File: src/rtl/ucb_pkg.sv
// shared types and constants for the ucb arm selector
// no dependencies; used by every module of the block
package ucb_pkg;

  localparam int MEAN_W  = 17;
  localparam int CNT_W   = 32;
  localparam int WALK_W  = 16;
  localparam int STEP_W  = 8;
  localparam int SCORE_W = 34;
  localparam int LN_W    = 21;
  localparam int DIV_NW  = 36;
  localparam int DIV_DW  = 32;
  localparam int SQ_VW   = 38;
  localparam int SQ_RW   = 20;
  localparam int CFG_IW  = 3;
  localparam int CFG_DW  = 16;

  localparam logic [MEAN_W-1:0] MEAN_MAX  = 17'h1FFFF;
  localparam logic [MEAN_W-1:0] REWARD_ONE = 17'h10000;
  localparam logic [WALK_W-1:0] WALKS_RST = 16'd100;
  localparam logic [STEP_W-1:0] STEPS_RST = 8'd1;
  localparam logic [31:0]       LN2_Q32   = 32'hB17217F8;

  localparam logic [CFG_IW-1:0] CFG_UCB_CONST   = 3'd0;
  localparam logic [CFG_IW-1:0] CFG_ADJUST      = 3'd1;
  localparam logic [CFG_IW-1:0] CFG_NUM_ARMS    = 3'd2;
  localparam logic [CFG_IW-1:0] CFG_INIT_WALKS  = 3'd3;
  localparam logic [CFG_IW-1:0] CFG_INIT_STEPS  = 3'd4;
  localparam logic [CFG_IW-1:0] CFG_WALKS_BOUND = 3'd5;
  localparam logic [CFG_IW-1:0] CFG_STEPS_BOUND = 3'd6;

  typedef struct packed {
    logic [MEAN_W-1:0] mean;
    logic [CNT_W-1:0]  count;
    logic [WALK_W-1:0] walks;
    logic [STEP_W-1:0] steps;
  } entry_t;

  localparam entry_t ENTRY_RST = '{mean: '0, count: '0, walks: WALKS_RST, steps: STEPS_RST};

  typedef enum logic [4:0] {
    ST_IDLE, ST_LN_WAIT, ST_SCAN_RD, ST_SCAN_EVAL, ST_SCORE_DIV, ST_SCORE_SQ,
    ST_SCORE_CMP, ST_CHOOSE, ST_MOD_WAIT, ST_PICK, ST_VL_RD, ST_VL_EVAL,
    ST_VL_DIV, ST_UP_RD, ST_UP_EVAL, ST_UP_RWD, ST_UP_CNT, ST_UP_DIV, ST_OUT
  } state_t;

  typedef enum logic [2:0] {
    LN_IDLE, LN_NORM, LN_SQR, LN_FIX, LN_SCALE, LN_DONE
  } ln_state_t;

endpackage

File: src/rtl/ucb_sqrt.sv
// integer square root, one result bit per cycle
// depends on ucb_pkg for operand widths
module ucb_sqrt (
  input  logic                      clk,
  input  logic                      rst_n,
  input  logic                      start,
  input  logic [ucb_pkg::SQ_VW-1:0] v,
  output logic                      done,
  output logic [ucb_pkg::SQ_RW-1:0] root
);

  localparam int IW   = ucb_pkg::SQ_VW + 2;
  localparam int ITER = IW / 2;
  localparam int KW   = $clog2(ITER + 1);

  logic [IW-1:0] v_r;
  logic [IW-1:0] r_r;
  logic [IW-1:0] bit_r;
  logic [KW-1:0] cnt_r;
  logic          busy_r;
  logic          done_r;
  logic [IW-1:0] sum;

  assign sum = r_r + bit_r;

  always_ff @(posedge clk) begin
    if (start) begin
      v_r   <= IW'(v);
      r_r   <= '0;
      bit_r <= IW'(1) << ucb_pkg::SQ_VW;
    end else if (busy_r) begin
      if (v_r >= sum) begin
        v_r <= v_r - sum;
        r_r <= (r_r >> 1) + bit_r;
      end else begin
        r_r <= r_r >> 1;
      end
      bit_r <= bit_r >> 2;
    end
  end

  always_ff @(posedge clk) begin
    if (!rst_n) begin
      busy_r <= 1'b0;
      done_r <= 1'b0;
      cnt_r  <= '0;
    end else begin
      done_r <= 1'b0;
      if (start) begin
        busy_r <= 1'b1;
        cnt_r  <= '0;
      end else if (busy_r) begin
        cnt_r <= cnt_r + 1'b1;
        if (cnt_r == KW'(ITER - 1)) begin
          busy_r <= 1'b0;
          done_r <= 1'b1;
        end
      end
    end
  end

  assign done = done_r;
  assign root = r_r[ucb_pkg::SQ_RW-1:0];

endmodule

File: config.mk
export PLATFORM = sky130hd
export DESIGN_NAME = ucb_sqrt
export DESIGN_NICKNAME = d
export VERILOG_FILES = /design/src/rtl/ucb_pkg.sv /design/src/rtl/ucb_sqrt.sv
export SDC_FILE = /design/constraint.sdc
export NUM_CORES = 1
export LEC_CHECK = 0
export ABC_AREA = 0
export BUFFER_PORTS_ARGS = -buffer_cell sky130_fd_sc_hd__buf_4
export CAP_MARGIN = 25
export CORE_UTILIZATION = 50
export DETAILED_ROUTE_END_ITERATION = 8
export GPL_ROUTABILITY_DRIVEN = 0
export PLACE_DENSITY = 0.7
export SYNTH_ARGS = -nofsm -noshare
export SYNTH_HDL_FRONTEND = slang
export SYNTH_SLANG_ARGS = --single-unit
File: constraint.sdc
create_clock -name clk -period 5.57 [get_ports clk]
set_clock_uncertainty 0.05 [all_clocks]
set_input_delay 0.557 -clock clk [delete_from_list [all_inputs] [get_ports clk]]
set_output_delay 0.557 -clock clk [all_outputs]
set_load 0.1 [all_outputs]
# --- Word level (Yosys, flattened, before mapping) ---
# Cells that the tools add are included.
totals:
  latch_bits: 0
  out_inout_bits: 21
  wordCells: 29
  input_bits: 41
  mem_count: 0
  mem_bits_ro: 0
  reg_bits: 107
  ramBits: 0
classes:
  eq_ne: 1
  shifts: 0
  mul: 0
  n_reduce_logical: 6
  n_addsub: 4
  bitwise: 2
  n_lt_le_gt_ge: 1
  div: 0
  muxes: 8
ops:
  columns: ["operator", "count"]
  rows:
  - ["two-way mux 38 bit", 3]
  - ["adder 39 x 39 -> 40 bit", 1]
  - ["adder 40 x 39 -> 40 bit", 1]
  - ["greater-or-equal comparator 40 bit", 1]
  - ["two-way mux 40 bit", 1]
  - ["subtractor 40 bit", 1]
  - ["adder 5 x 1 -> 5 bit, second input constant", 1]
  - ["equality test 5 bit, second input constant", 1]
  - ["two-way mux 1 bit", 4]
  - ["AND reduction 2 bit", 2]
  - ["nonzero test 2 bit", 2]
  - ["OR reduction 3 bit", 1]
  - ["inverter 1 bit", 2]
  - ["OR reduction 2 bit", 1]

# --- Longest topological paths before layout ---
# Gate-level depths: netlist (run 1).
depth:
  ltp_word: 5
  mapped_depth: 24

# --- Least setup slack after synthesis (run 1) ---
# Ideal clock, no wire load.
synth_timing:
  kind: "reg2reg"
  startpoint: "register r_r[0]"
  endpoint: "register v_r[0] (enable)"
  stages_incl_launch_ff: 21
  period_less_slack_ns: 5.663
  t_arrival_ns: 5.212
  setup_slack_ns: -0.093
  path_buffers: 2
  required_time_ns: 5.119
  path_cell_list: "dfxtp_1 > ha_1 > ha_1 > a21o_1 > a221o_1 > o211a_1 > a2111oi_4 > nand2_1 > a41o_1 > nor2b_1 > o21ai_1 > xor2_1 > ha_1 > clkbuf_1 > nand4_1 > or3_1 > o221ai_1 > o31a_1 > buf_2 > nand2_1 > nand2b_1"
synth_between:
  elab_chain_len: 4
synth_lines:
  columns: ["element", "line", "source"]
  rows:
  - ["from (decl)", "ucb_sqrt.sv:17", "logic [IW-1:0] r_r;"]
  - ["from (signal assigned)", "ucb_sqrt.sv:34", "r_r <= (r_r >> 1) + bit_r;"]
  - ["from (signal assigned)", "ucb_sqrt.sv:36", "r_r <= r_r >> 1;"]
  - ["adder 40 x 39 -> 40 bit", "ucb_sqrt.sv:24", "assign sum = r_r + bit_r;"]
  - ["greater-or-equal comparator 40 bit", "ucb_sqrt.sv:32", "if (v_r >= sum) begin"]
  - ["nonzero test 2 bit (no line)", null, null]
  - ["AND reduction 2 bit (no line)", null, null]
  - ["to (signal assigned)", "ucb_sqrt.sv:28", "v_r <= IW'(v);"]
  - ["to (signal assigned)", "ucb_sqrt.sv:33", "v_r <= v_r - sum;"]
  - ["to (decl)", "ucb_sqrt.sv:16", "logic [IW-1:0] v_r;"]
# No other way between the ends.
# A chain may end at the register's enable or synchronous reset.

# --- Final worst setup path (run 1) ---
layout_timing:
  startpoint: "register r_r[0]"
  endpoint: "register r_r[30]"
layout_between:
  elab_chain_len: 3
layout_lines:
  columns: ["element", "line"]
  rows:
  - ["adder 40 x 39 -> 40 bit", "ucb_sqrt.sv:24"]
  - ["greater-or-equal comparator 40 bit", "ucb_sqrt.sv:32"]
  - ["two-way mux 40 bit", "ucb_sqrt.sv:32"]
# No other way between the ends.

==> impl_metrics.prom, run 1 <==
# TYPE chip_impl_metric gauge
chip_impl_metric{name="period_share",unit=""} 0.942
chip_impl_metric{name="post_synth_num_cell_types",unit=""} 67
chip_impl_metric{name="rr_worst_depth",unit=""} 21
chip_impl_metric{name="core_area",unit="mm^2"} 0.0181
chip_impl_metric{name="route.detailed.drc",unit=""} 0
chip_impl_metric{name="final_period_minus_worst_setup_slack",unit="ps"} 5250
chip_impl_metric{name="worst-endpoint-arrival",unit="ps"} 5470
chip_impl_metric{name="power_frac_seq",unit=""} 0.290
chip_impl_info{name="outcome",value="completed"} 1
chip_impl_metric{name="avgSynthCellArea",unit="um^2"} 7.85
chip_impl_metric{name="synth_seq_area_share",unit=""} 0.270
chip_impl_metric{name="maxCapViolCount",unit=""} 0
chip_impl_metric{name="power_leakage",unit="uW"} 0.00394
chip_impl_metric{name="chipWidth",unit="um"} 139
chip_impl_metric{name="share_comb_of_total_power",unit=""} 0.532
chip_impl_metric{name="initialDrtViolationCount",unit=""} 660
chip_impl_info{name="cts_tree",value="yes"} 1
chip_impl_metric{name="dpl.cell_count",unit=""} 1413
chip_impl_info{name="synth-main-ff-cell",value="dfxtp_1"} 1
chip_impl_metric{name="synth_seq_cells",unit=""} 107
chip_impl_info{name="worst_setup_path_end_kind",value="flip-flop"} 1
chip_impl_metric{name="global_route_wire_length_before_repair",unit="um"} 39700
chip_impl_metric{name="worst_hold_path_cells",unit=""} 2
chip_impl_metric{name="wire_per_inst",unit="um"} 16.7
chip_impl_metric{name="first_global_vias",unit=""} 8149
chip_impl_metric{name="total_number_of_placement_rows",unit=""} 49
chip_impl_metric{name="maxSlewViolCount",unit=""} 0
chip_impl_info{name="hp-class",value="primary input to flip-flop"} 1
chip_impl_info{name="cts.root.buffer_cell",value="clkbuf_16"} 1
chip_impl_metric{name="cts.htree.levels",unit=""} 3
chip_impl_metric{name="grt_antenna_before_repair",unit=""} 0
chip_impl_metric{name="post_layout_nonfiller_instances",unit=""} 1431
chip_impl_metric{name="slew-limit-headroom",unit=""} 0.436
chip_impl_metric{name="yosysWarningCount",unit=""} 0
chip_impl_metric{name="switching_power",unit="uW"} 1720
chip_impl_metric{name="tightestPinTransition",unit="ps"} 845
chip_impl_metric{name="path_clk_slew",unit="ps"} 90
chip_impl_metric{name="routed_via_density",unit=""} 6.08
chip_impl_info{name="critPathKind",value="flip-flop to flip-flop"} 1
chip_impl_metric{name="worstPathMaxFanout",unit=""} 66
chip_impl_metric{name="place.port_buffers",unit=""} 61
chip_impl_metric{name="power_per_cell_area",unit="mW/mm^2"} 372
chip_impl_metric{name="synth_area",unit="mm^2"} 0.00934
chip_impl_metric{name="num_vias",unit=""} 8698
chip_impl_info{name="layout.cells.most_common",value="nor2_1"} 1
chip_impl_metric{name="design_power_total",unit="uW"} 3780
chip_impl_metric{name="clockBufferDepth",unit=""} 2
chip_impl_metric{name="synth_fp_nets",unit=""} 1315
chip_impl_metric{name="floorplan.initialDensity",unit=""} 0.515
chip_impl_metric{name="fillerInstances",unit=""} 1750
chip_impl_metric{name="fmax",unit="MHz"} 191
chip_impl_metric{name="area.growth.synth_to_final",unit="%"} 8.83
chip_impl_metric{name="cts.sink_count",unit=""} 107
chip_impl_metric{name="synth-edff-count",unit=""} 38
chip_impl_metric{name="die-area",unit="mm^2"} 0.0192
chip_impl_metric{name="final.setup.worst_slack",unit="ps"} 322
chip_impl_metric{name="critical_path_required",unit="ps"} 5800
chip_impl_metric{name="drive_gt1_frac",unit=""} 0.0907
chip_impl_metric{name="die_h",unit="um"} 139
chip_impl_metric{name="switching_share",unit=""} 0.455
chip_impl_metric{name="dp_slack",unit="ps"} 355
chip_impl_metric{name="syn-instance-count",unit=""} 1190
chip_impl_metric{name="drt-pass1-iter-count",unit=""} 5
chip_impl_metric{name="final_net_count",unit=""} 1322
chip_impl_metric{name="num_ports",unit=""} 62
chip_impl_metric{name="share_of_total_power_in_the_clock_network",unit=""} 0.178
chip_impl_metric{name="final_hold_viol_count",unit=""} 0
chip_impl_metric{name="n_antenna_cell",unit=""} 0
chip_impl_metric{name="pin_count_of_the_biggest_net_entering_global_routing",unit=""} 67
chip_impl_metric{name="worstSkewPairLatency",unit="ps"} 370
chip_impl_metric{name="setup-tns-final",unit="ps"} 0
chip_impl_metric{name="synthArstFlopShare",unit=""} 0
chip_impl_metric{name="detailed_place_hpwl",unit="um"} 17700
chip_impl_info{name="final_cell_mix",value="nor2_1 (142), nand2_1 (128), ha_1 (83), a21oi_1 (82), buf_4 (75)"} 1
chip_impl_metric{name="grt_overflow",unit=""} 0
chip_impl_metric{name="gr-usage-all-layers",unit=""} 0.250
chip_impl_info{name="critical_path.startpoint_type",value="flip-flop"} 1
chip_impl_metric{name="internal_power",unit="uW"} 2060
chip_impl_metric{name="vdd_drop_max",unit="mV"} 0.195
chip_impl_metric{name="drtAntennaViolNets",unit=""} 0
chip_impl_metric{name="setup_violations",unit=""} 0
chip_impl_metric{name="totalWireLength",unit="um"} 23800
chip_impl_metric{name="cts_made_buffers",unit=""} 9
## path summary, 6_finish.rpt
check	slack [ps]	to	start
max	320	r_r[30]	r_r[0]
min	350	busy_r	rst_n
max reg2reg	320	r_r[30]	r_r[0]
min reg2reg	470	done	cnt_r[4]
## power groups by stage
stage                     Sequential [uW]  Clock (uW)  Combinational, uW
after floorplan                      1060           0               1580
after global placement               1110           0               1960
after detailed placement             1110           0               1970
after CTS                            1100         684               1980
after global routing                 1110         712               2230
final                                1100         673               2010
## registers in the layout (all words and copies together) (netlist names)
register  cells
r_r          40
v_r          40
bit_r        20
cnt_r         5
busy_r        1
done          1
## per-stage QoR
step | hold WS (ps) | util | area, um^2
2_1_floorplan | 412 | - | 9340
3_3_place_gp | 446 | 0.542 | 9830
3_5_place_dp | 450 | 0.542 | 9830
4_1_cts | 345 | 0.559 | 10100
5_1_grt | 381 | 0.560 | 10200
6_report | 348 | 0.560 | 10200
## critical path, cell delays in order (launching register included)
cell and delay (ps):
dfxtp_1 340, ha_1 230, ha_1 210, a21o_1 200, a221o_1 340, o211a_1 320
a2111oi_4 390, nand2_1 120, a41o_1 290, nor2b_1 130, o21ai_1 140, xor2_1 160
ha_1 320, nand2_1 100, o21ai_1 90, o41ai_2 350, o21ai_0 240, o31ai_4 300
buf_12 280, nand2_1 100, o311a_1 140, nor4_1 240
## kinds of logic after synthesis
kind of cell    Yosys count  share of synthesized area
flops                   107                      0.270
buf+inv                 106                     0.0530
xor+xnor                 89                     0.0834
compound gates          356                      0.244
fa+ha+maj                84                      0.113
simple gates            418                      0.204
mux                      30                     0.0324
## repair_timing
action / 4_1_cts / 5_1_grt
setup buffers: 0 / 2
resized for setup: 0 / 2
hold buffers: 0 / 0
hold endpoints to repair: 0 / 0
endpoints found under the setup margin: 0 / 62
## synth_stat cells, types with 4 or more instances
cell type	n	area, um^2
nor2_1	142	533
nand2_1	128	480
ha_1	83	1040
a21oi_1	82	410
dfxtp_1	69	1380
o21ai_0	60	300
clkbuf_1	52	195
xor2_1	47	412
xnor2_1	42	368
o21ai_1	40	200
edfxtp_1	38	1140
a31oi_1	33	206
nand4_1	30	188
mux2i_1	28	280
a211oi_1	25	188
inv_1	25	93.8
nor3_1	24	120
buf_4	22	165
nand2b_1	17	106
nand3_1	16	80.1
a21o_1	15	113
or3_1	15	93.8
nor2b_1	13	81.3
o21bai_1	13	97.6
a311oi_1	11	96.3
and2_1	9	56.3
nor4_1	9	56.3
and3_1	8	50.1
o21a_1	8	60.1
o22ai_1	8	50.1
o31ai_1	8	60.1
o211ai_1	7	52.6
buf_2	6	30.0
a31o_2	4	35.0
o31a_1	4	35.0
## per-layer routing
layer  GRT usage  part of all wire  vias up
met5           0                 0        -
met4      0.0877             0.023        0
met3      0.0307             0.043       49
met2       0.439              0.49      243
met1       0.314              0.44     4040
li1            -                 -     4366
## area by class of cell
| cell class | count | area [um^2] | area share |
|---|---|---|---|
| clock inverters | 7 | 77.6 | 0.00763 |
| repair buffers | 77 | 603 | 0.0593 |
| flip-flops and latches | 107 | 2530 | 0.248 |
| multi-input cells | 977 | 6350 | 0.625 |
| well taps | 229 | 287 | 0.0282 |
| inverters | 25 | 93.8 | 0.00923 |
| clock buffers | 9 | 225 | 0.0222 |
No activity file was read; power rests on OpenSTA's default activity.
==> inputs of run 2 (changes only) <==
--- a/config.mk
+++ b/config.mk
@@ -11,7 +11,8 @@
 export CORE_UTILIZATION = 50
 export DETAILED_ROUTE_END_ITERATION = 8
 export GPL_ROUTABILITY_DRIVEN = 0
-export PLACE_DENSITY = 0.7
+export PLACE_DENSITY = 0.76
+export SETUP_SLACK_MARGIN = 0.5
 export SYNTH_ARGS = -nofsm -noshare
 export SYNTH_HDL_FRONTEND = slang
 export SYNTH_SLANG_ARGS = --single-unit
==> impl_metrics.prom, run 2 (synthesis results as in run 1) <==
# TYPE chip_impl_metric gauge
chip_impl_metric{name="route.detailed.drc",unit=""} 2
chip_impl_info{name="final_cell_mix",value="nor2_1 (142), nand2_1 (126), buf_4 (91), a21oi_1 (78), ha_1 (76)"} 1
chip_impl_info{name="critPathKind",value="flip-flop to flip-flop"} 1
chip_impl_metric{name="ff2ff_setup_slack",unit="ps"} 490
chip_impl_metric{name="die-area",unit="mm^2"} 0.0192
chip_impl_metric{name="post_layout_nonfiller_instances",unit=""} 1462
chip_impl_metric{name="final_hold_viol_count",unit=""} 0
chip_impl_metric{name="num_vias",unit=""} 9226
chip_impl_info{name="outcome",value="complete, but fails checks"} 1
chip_impl_info{name="critical_path.startpoint_type",value="flip-flop"} 1
chip_impl_metric{name="area.growth.synth_to_final",unit="%"} 16.4
chip_impl_metric{name="slew-limit-headroom",unit=""} 0.409
chip_impl_metric{name="num_ports",unit=""} 62
chip_impl_metric{name="fin_worst_hold_slack",unit="ps"} 350
chip_impl_metric{name="drt-pass1-iter-count",unit=""} 7
chip_impl_metric{name="core_area",unit="mm^2"} 0.0181
chip_impl_metric{name="place.port_buffers",unit=""} 61
chip_impl_info{name="layout_top_registers",value="r_r x40, v_r x40, bit_r x20"} 1
chip_impl_metric{name="drive_gt1_frac",unit=""} 0.146
chip_impl_info{name="layout.cells.most_common",value="nor2_1"} 1
chip_impl_metric{name="die_h",unit="um"} 139
chip_impl_metric{name="clockBufferDepth",unit=""} 2
chip_impl_metric{name="final_period_minus_worst_setup_slack",unit="ps"} 5080
chip_impl_metric{name="maxCapViolCount",unit=""} 0
chip_impl_metric{name="n_antenna_cell",unit=""} 0
chip_impl_metric{name="drtAntennaViolNets",unit=""} 0
chip_impl_metric{name="routed_via_density",unit=""} 6.31
chip_impl_metric{name="grt_overflow",unit=""} 0
chip_impl_metric{name="wire_per_inst",unit="um"} 18.0
chip_impl_metric{name="initialDrtViolationCount",unit=""} 730
chip_impl_metric{name="totalWireLength",unit="um"} 26400
chip_impl_metric{name="worstPathMaxFanout",unit=""} 5
chip_impl_metric{name="path_clk_slew",unit="ps"} 90
chip_impl_metric{name="power_leakage",unit="uW"} 0.00420
chip_impl_metric{name="global_route_wire_length_before_repair",unit="um"} 40700
chip_impl_metric{name="total_number_of_placement_rows",unit=""} 49
chip_impl_metric{name="post_dp_cell_area",unit="mm^2"} 0.00987
chip_impl_metric{name="grt_antenna_before_repair",unit=""} 0
chip_impl_metric{name="worstSkewPairLatency",unit="ps"} 370
chip_impl_metric{name="cts.hold.buffers_added",unit=""} 0
chip_impl_info{name="worst_setup_path_end_kind",value="flip-flop"} 1
chip_impl_metric{name="critPathMaxStageDelay",unit="ps"} 390
chip_impl_metric{name="final_net_count",unit=""} 1353
chip_impl_info{name="cts.root.buffer_cell",value="clkbuf_16"} 1
chip_impl_metric{name="dpl.cell_count",unit=""} 1417
chip_impl_metric{name="pin_count_of_the_biggest_net_entering_global_routing",unit=""} 79
chip_impl_metric{name="chipWidth",unit="um"} 139
chip_impl_metric{name="gr-usage-all-layers",unit=""} 0.258
chip_impl_info{name="violations_in_the_final_reports",value="design-rule violations"} 1
chip_impl_info{name="rsz_0062_raised_after_global_routing",value="true"} 1
chip_impl_metric{name="floorplan.initialDensity",unit=""} 0.515
chip_impl_metric{name="cts.htree.levels",unit=""} 3
chip_impl_metric{name="setup_violations",unit=""} 0
chip_impl_metric{name="setup-tns-final",unit="ps"} 0
chip_impl_metric{name="cts.sink_count",unit=""} 107
chip_impl_info{name="cts_tree",value="yes"} 1
chip_impl_metric{name="tightestPinTransition",unit="ps"} 885
chip_impl_metric{name="fmax",unit="MHz"} 197
chip_impl_info{name="hp-class",value="primary input to flip-flop"} 1
chip_impl_metric{name="critical_path_required",unit="ps"} 5790
chip_impl_metric{name="worst-endpoint-arrival",unit="ps"} 5300
chip_impl_metric{name="detailed_place_hpwl",unit="um"} 17700
chip_impl_metric{name="first_global_vias",unit=""} 8468
chip_impl_metric{name="period_share",unit=""} 0.913
chip_impl_metric{name="final_core_util",unit=""} 0.599
chip_impl_metric{name="power_per_cell_area",unit="mW/mm^2"} 390
chip_impl_metric{name="cts_made_buffers",unit=""} 9
chip_impl_metric{name="maxSlewViolCount",unit=""} 0
chip_impl_metric{name="vdd_drop_max",unit="mV"} 0.188
chip_impl_info{name="timing.critical_path.slowest_stage_cell",value="a221o_1"} 1
chip_impl_info{name="worst_path_cell_trace",value="ha_4 > ha_4 > a21o_1 > a221o_1 > o211a_4 > a2111oi_4 > nand2_1 > a41o_1 > nor2b_1 > o21ai_1 > xor2_1 > ha_1 > nand2_1 > o21ai_2 > o41ai_4 > buf_4 > o221ai_4 > o31ai_4 > buf_12 > clkbuf_16 > or3_1 > a311oi_1"} 1
chip_impl_metric{name="finalInstanceArea",unit="mm^2"} 0.0109
[run 2: cell count changes in the layout (fill, tap and decap cells not counted), sizes merged]
cell      previous run  this run
buf                 77       104
clkbuf               9        13
clkinvlp             1         0
inv                 30        31
[run 2: what timing repair did]
action / CTS / global route
buffers inserted: 7 / 15
resized for setup: 11 / 54
pin swaps: 11 / 48
setup endpoints to repair: 75 / 80
gates cloned: 2 / 5
[run 2: per-stage QoR]
step | total power, uW | worst slack (ps)
after floorplan | 2640 | 504
after global placement | 3050 | 374
after CTS | 3920 | 516
after detailed placement | 3080 | 286
after global routing | 4510 | 176
final | 4240 | 485
[run 2: path summary, 6_finish.rpt]
| kind | startpoint | end | depth (start not counted) |
|---|---|---|---|
| worst min register to register | cnt_r[4] | done | 2 |
| worst max register to register | bit_r[0] | r_r[37] | 22 |
| worst max-delay path | bit_r[0] | r_r[37] | 22 |
| worst min-delay path | rst_n | busy_r | 2 |
[run 2: power breakdown]
part	leakage (uW)	internal, uW	switching (uW)
clock	0.000152	327	359
sequential	0.000945	980	125
combinational	0.00311	1010	1440
[run 2: layer usage]
layer	up-vias	share of wire	global-route usage
met5	-	0	0
met4	0	0.034	0.0982
met3	80	0.059	0.0328
met2	372	0.48	0.449
met1	4327	0.43	0.326
li1	4447	-	-
[run 2: layout make-up]
type / count / area (um^2)
Clock buffer: 9 / 225
Clock inverter: 7 / 83.8
Fill cell: 1588 / 7280
Inverter: 25 / 93.8
Multi-Input combinational cell: 977 / 6640
Sequential cell: 107 / 2540
Tap cell: 229 / 287
Timing Repair Buffer: 108 / 1010
[run 2: critical path, delay by kind of cell (launching register included)]
family	cells	cell delay [ps]
simple gates	4	680
buf+inv	3	470
fa+ha+maj	3	650
flops	1	370
compound gates	11	2660
xor+xnor	1	90
==> inputs of run 3 (changes only) <==
--- a/config.mk
+++ b/config.mk
@@ -12,6 +12,7 @@
 export DETAILED_ROUTE_END_ITERATION = 8
 export GPL_ROUTABILITY_DRIVEN = 0
 export PLACE_DENSITY = 0.76
+export RECOVER_POWER = 100
 export SETUP_SLACK_MARGIN = 0.5
 export SYNTH_ARGS = -nofsm -noshare
 export SYNTH_HDL_FRONTEND = slang
==> impl_metrics.prom, run 3 (synthesis results as in run 1) <==
# TYPE chip_impl_metric gauge
chip_impl_metric{name="fin_worst_hold_slack",unit="ps"} 352
chip_impl_info{name="cts_tree",value="yes"} 1
chip_impl_metric{name="num_ports",unit=""} 62
chip_impl_info{name="final_cell_mix",value="nor2_1 (142), nand2_1 (126), a21oi_1 (78), ha_1 (78), o21ai_0 (71)"} 1
chip_impl_metric{name="share_comb_of_total_power",unit=""} 0.574
chip_impl_metric{name="grt_overflow",unit=""} 0
chip_impl_metric{name="worstSkewPairLatency",unit="ps"} 370
chip_impl_info{name="hp-class",value="primary input to flip-flop"} 1
chip_impl_metric{name="maxSlewViolCount",unit=""} 117
chip_impl_metric{name="power_leakage",unit="uW"} 0.00408
chip_impl_metric{name="drive_gt1_frac",unit=""} 0.122
chip_impl_metric{name="global_route_wire_length_before_repair",unit="um"} 40700
chip_impl_metric{name="switching_power",unit="uW"} 1910
chip_impl_metric{name="dpl.cell_count",unit=""} 1417
chip_impl_metric{name="chipWidth",unit="um"} 139
chip_impl_metric{name="totalWireLength",unit="um"} 26400
chip_impl_metric{name="drtAntennaViolNets",unit=""} 0
chip_impl_metric{name="grt_antenna_before_repair",unit=""} 0
chip_impl_metric{name="cts.hold.buffers_added",unit=""} 0
chip_impl_metric{name="floorplan.initialDensity",unit=""} 0.515
chip_impl_metric{name="route.detailed.drc",unit=""} 2
chip_impl_metric{name="first_global_vias",unit=""} 8468
chip_impl_metric{name="period_share",unit=""} 0.932
chip_impl_info{name="worst_setup_path_end_kind",value="flip-flop"} 1
chip_impl_metric{name="setup-tns-final",unit="ps"} 0
chip_impl_metric{name="cts.sink_count",unit=""} 107
chip_impl_metric{name="globalRouteMet2Util",unit=""} 0.449
chip_impl_info{name="violations_in_the_final_reports",value="design-rule violations, max-capacitance violations, max-slew violations"} 1
chip_impl_metric{name="num_vias",unit=""} 9237
chip_impl_info{name="critical_path.startpoint_type",value="flip-flop"} 1
chip_impl_metric{name="grt.met3_usage",unit=""} 0.0328
chip_impl_metric{name="wire_per_inst",unit="um"} 18.1
chip_impl_metric{name="place.port_buffers",unit=""} 61
chip_impl_metric{name="path_clk_slew",unit="ps"} 90
chip_impl_metric{name="area.growth.synth_to_final",unit="%"} 14.8
chip_impl_metric{name="worstPathMaxFanout",unit=""} 5
chip_impl_metric{name="fmax",unit="MHz"} 193
chip_impl_metric{name="n_antenna_cell",unit=""} 0
chip_impl_metric{name="power_per_cell_area",unit="mW/mm^2"} 393
chip_impl_metric{name="internal_power",unit="uW"} 2300
chip_impl_metric{name="tightestPinTransition",unit="ps"} 2980
chip_impl_metric{name="vdd_drop_max",unit="mV"} 0.190
chip_impl_metric{name="slew-limit-headroom",unit=""} -0.988
chip_impl_metric{name="switching_share",unit=""} 0.454
chip_impl_metric{name="final_net_count",unit=""} 1353
chip_impl_metric{name="initialDrtViolationCount",unit=""} 709
chip_impl_metric{name="maxCapViolCount",unit=""} 2
chip_impl_metric{name="cts_made_buffers",unit=""} 9
chip_impl_metric{name="routed_via_density",unit=""} 6.32
chip_impl_info{name="outcome",value="complete, but fails checks"} 1
chip_impl_info{name="busiest_layer",value="met2"} 1
chip_impl_metric{name="dp_slack",unit="ps"} 286
chip_impl_metric{name="gr-usage-all-layers",unit=""} 0.258
chip_impl_info{name="layout.cells.most_common",value="nor2_1"} 1
chip_impl_metric{name="drt-pass1-iter-count",unit=""} 7
chip_impl_metric{name="clockBufferDepth",unit=""} 2
chip_impl_metric{name="total_number_of_placement_rows",unit=""} 49
chip_impl_metric{name="detailed_place_hpwl",unit="um"} 17700
chip_impl_info{name="cts.root.buffer_cell",value="clkbuf_16"} 1
chip_impl_metric{name="setup_violations",unit=""} 0
chip_impl_metric{name="final.setup.worst_slack",unit="ps"} 377
chip_impl_metric{name="share_of_total_power_in_the_clock_network",unit=""} 0.163
chip_impl_metric{name="power_frac_seq",unit=""} 0.262
chip_impl_metric{name="final_core_util",unit=""} 0.591
chip_impl_metric{name="final_period_minus_worst_setup_slack",unit="ps"} 5190
chip_impl_metric{name="pin_count_of_the_biggest_net_entering_global_routing",unit=""} 79
chip_impl_info{name="rsz_0062_raised_after_global_routing",value="true"} 1
chip_impl_metric{name="met1_usage",unit=""} 0.326
chip_impl_metric{name="post_layout_nonfiller_instances",unit=""} 1462
chip_impl_metric{name="cts.htree.levels",unit=""} 3
chip_impl_metric{name="core_area",unit="mm^2"} 0.0181
chip_impl_metric{name="worst-endpoint-arrival",unit="ps"} 5390
chip_impl_info{name="critPathKind",value="flip-flop to flip-flop"} 1
chip_impl_metric{name="die-area",unit="mm^2"} 0.0192
chip_impl_metric{name="die_h",unit="um"} 139
chip_impl_metric{name="critical_path_required",unit="ps"} 5770
chip_impl_metric{name="final_hold_viol_count",unit=""} 0
chip_impl_info{name="layout_top_registers",value="r_r x40, v_r x40, bit_r x20"} 1
## run 3: cell type report
class / count / area [um^2]
flip-flops and latches: 107 / 2530
repair buffers: 108 / 912
well taps: 229 / 287
fillers: 1620 / 7420
clock buffers: 9 / 225
clock inverters: 7 / 83.8
inverters: 25 / 93.8
multi-input cells: 977 / 6590
## run 3: path summary, 6_finish.rpt
check | cells after the start | endpoint | startpoint | slack (ps)
hold / removal | 2 | busy_r | rst_n | 350
setup / recovery | 22 | r_r[37] | r_r[0] | 380
setup reg to reg | 22 | r_r[37] | r_r[0] | 380
hold reg to reg | 2 | done | cnt_r[4] | 450
## run 3: metal layers
layer	wire length (um)	up-vias	share of wire
met4	819	0	0.031
met1	11400	4335	0.43
met2	12700	383	0.48
li1	-	4447	-
met5	0	-	0
met3	1560	72	0.059
## run 3: power groups by stage
stage	Sequential [uW]	Combinational [uW]	Clock, uW
after floorplan	1060	1580	0
after global placement	1110	1940	0
after detailed placement	1110	1970	0
after CTS	1100	2130	695
after global routing	1120	2640	725
final	1110	2420	688
## run 3: what timing repair did
item / in CTS / in global routing
pin swaps: 11 / 48
gates resized for setup: 11 / 54
buffers inserted: 7 / 15
gates cloned: 2 / 5
endpoints found under the setup margin: 75 / 80
## run 3: worst max-delay path, stage by stage, from the launching register on
cell and delay [ps]:
dfxtp_2 340, ha_1 220, ha_1 220, a21o_1 210
a221o_1 370, o211a_2 310, a2111oi_4 390, nand2_1 130
a41o_1 290, nor2b_1 140, o21ai_1 150, xor2_1 90
ha_1 320, nand2_1 90, o21ai_2 260, o41ai_4 120
buf_4 150, o221ai_4 190, o31ai_4 110, buf_12 160
clkbuf_16 160, or3_1 330, a311oi_1 270
## run 3: stage by stage
step / cell area (um^2) / total power, uW
final: 10700 / 4210
after global routing: 10700 / 4480
after CTS: 10400 / 3920
after detailed placement: 9870 / 3080
after global placement: 9870 / 3050
after floorplan: 9350 / 2640
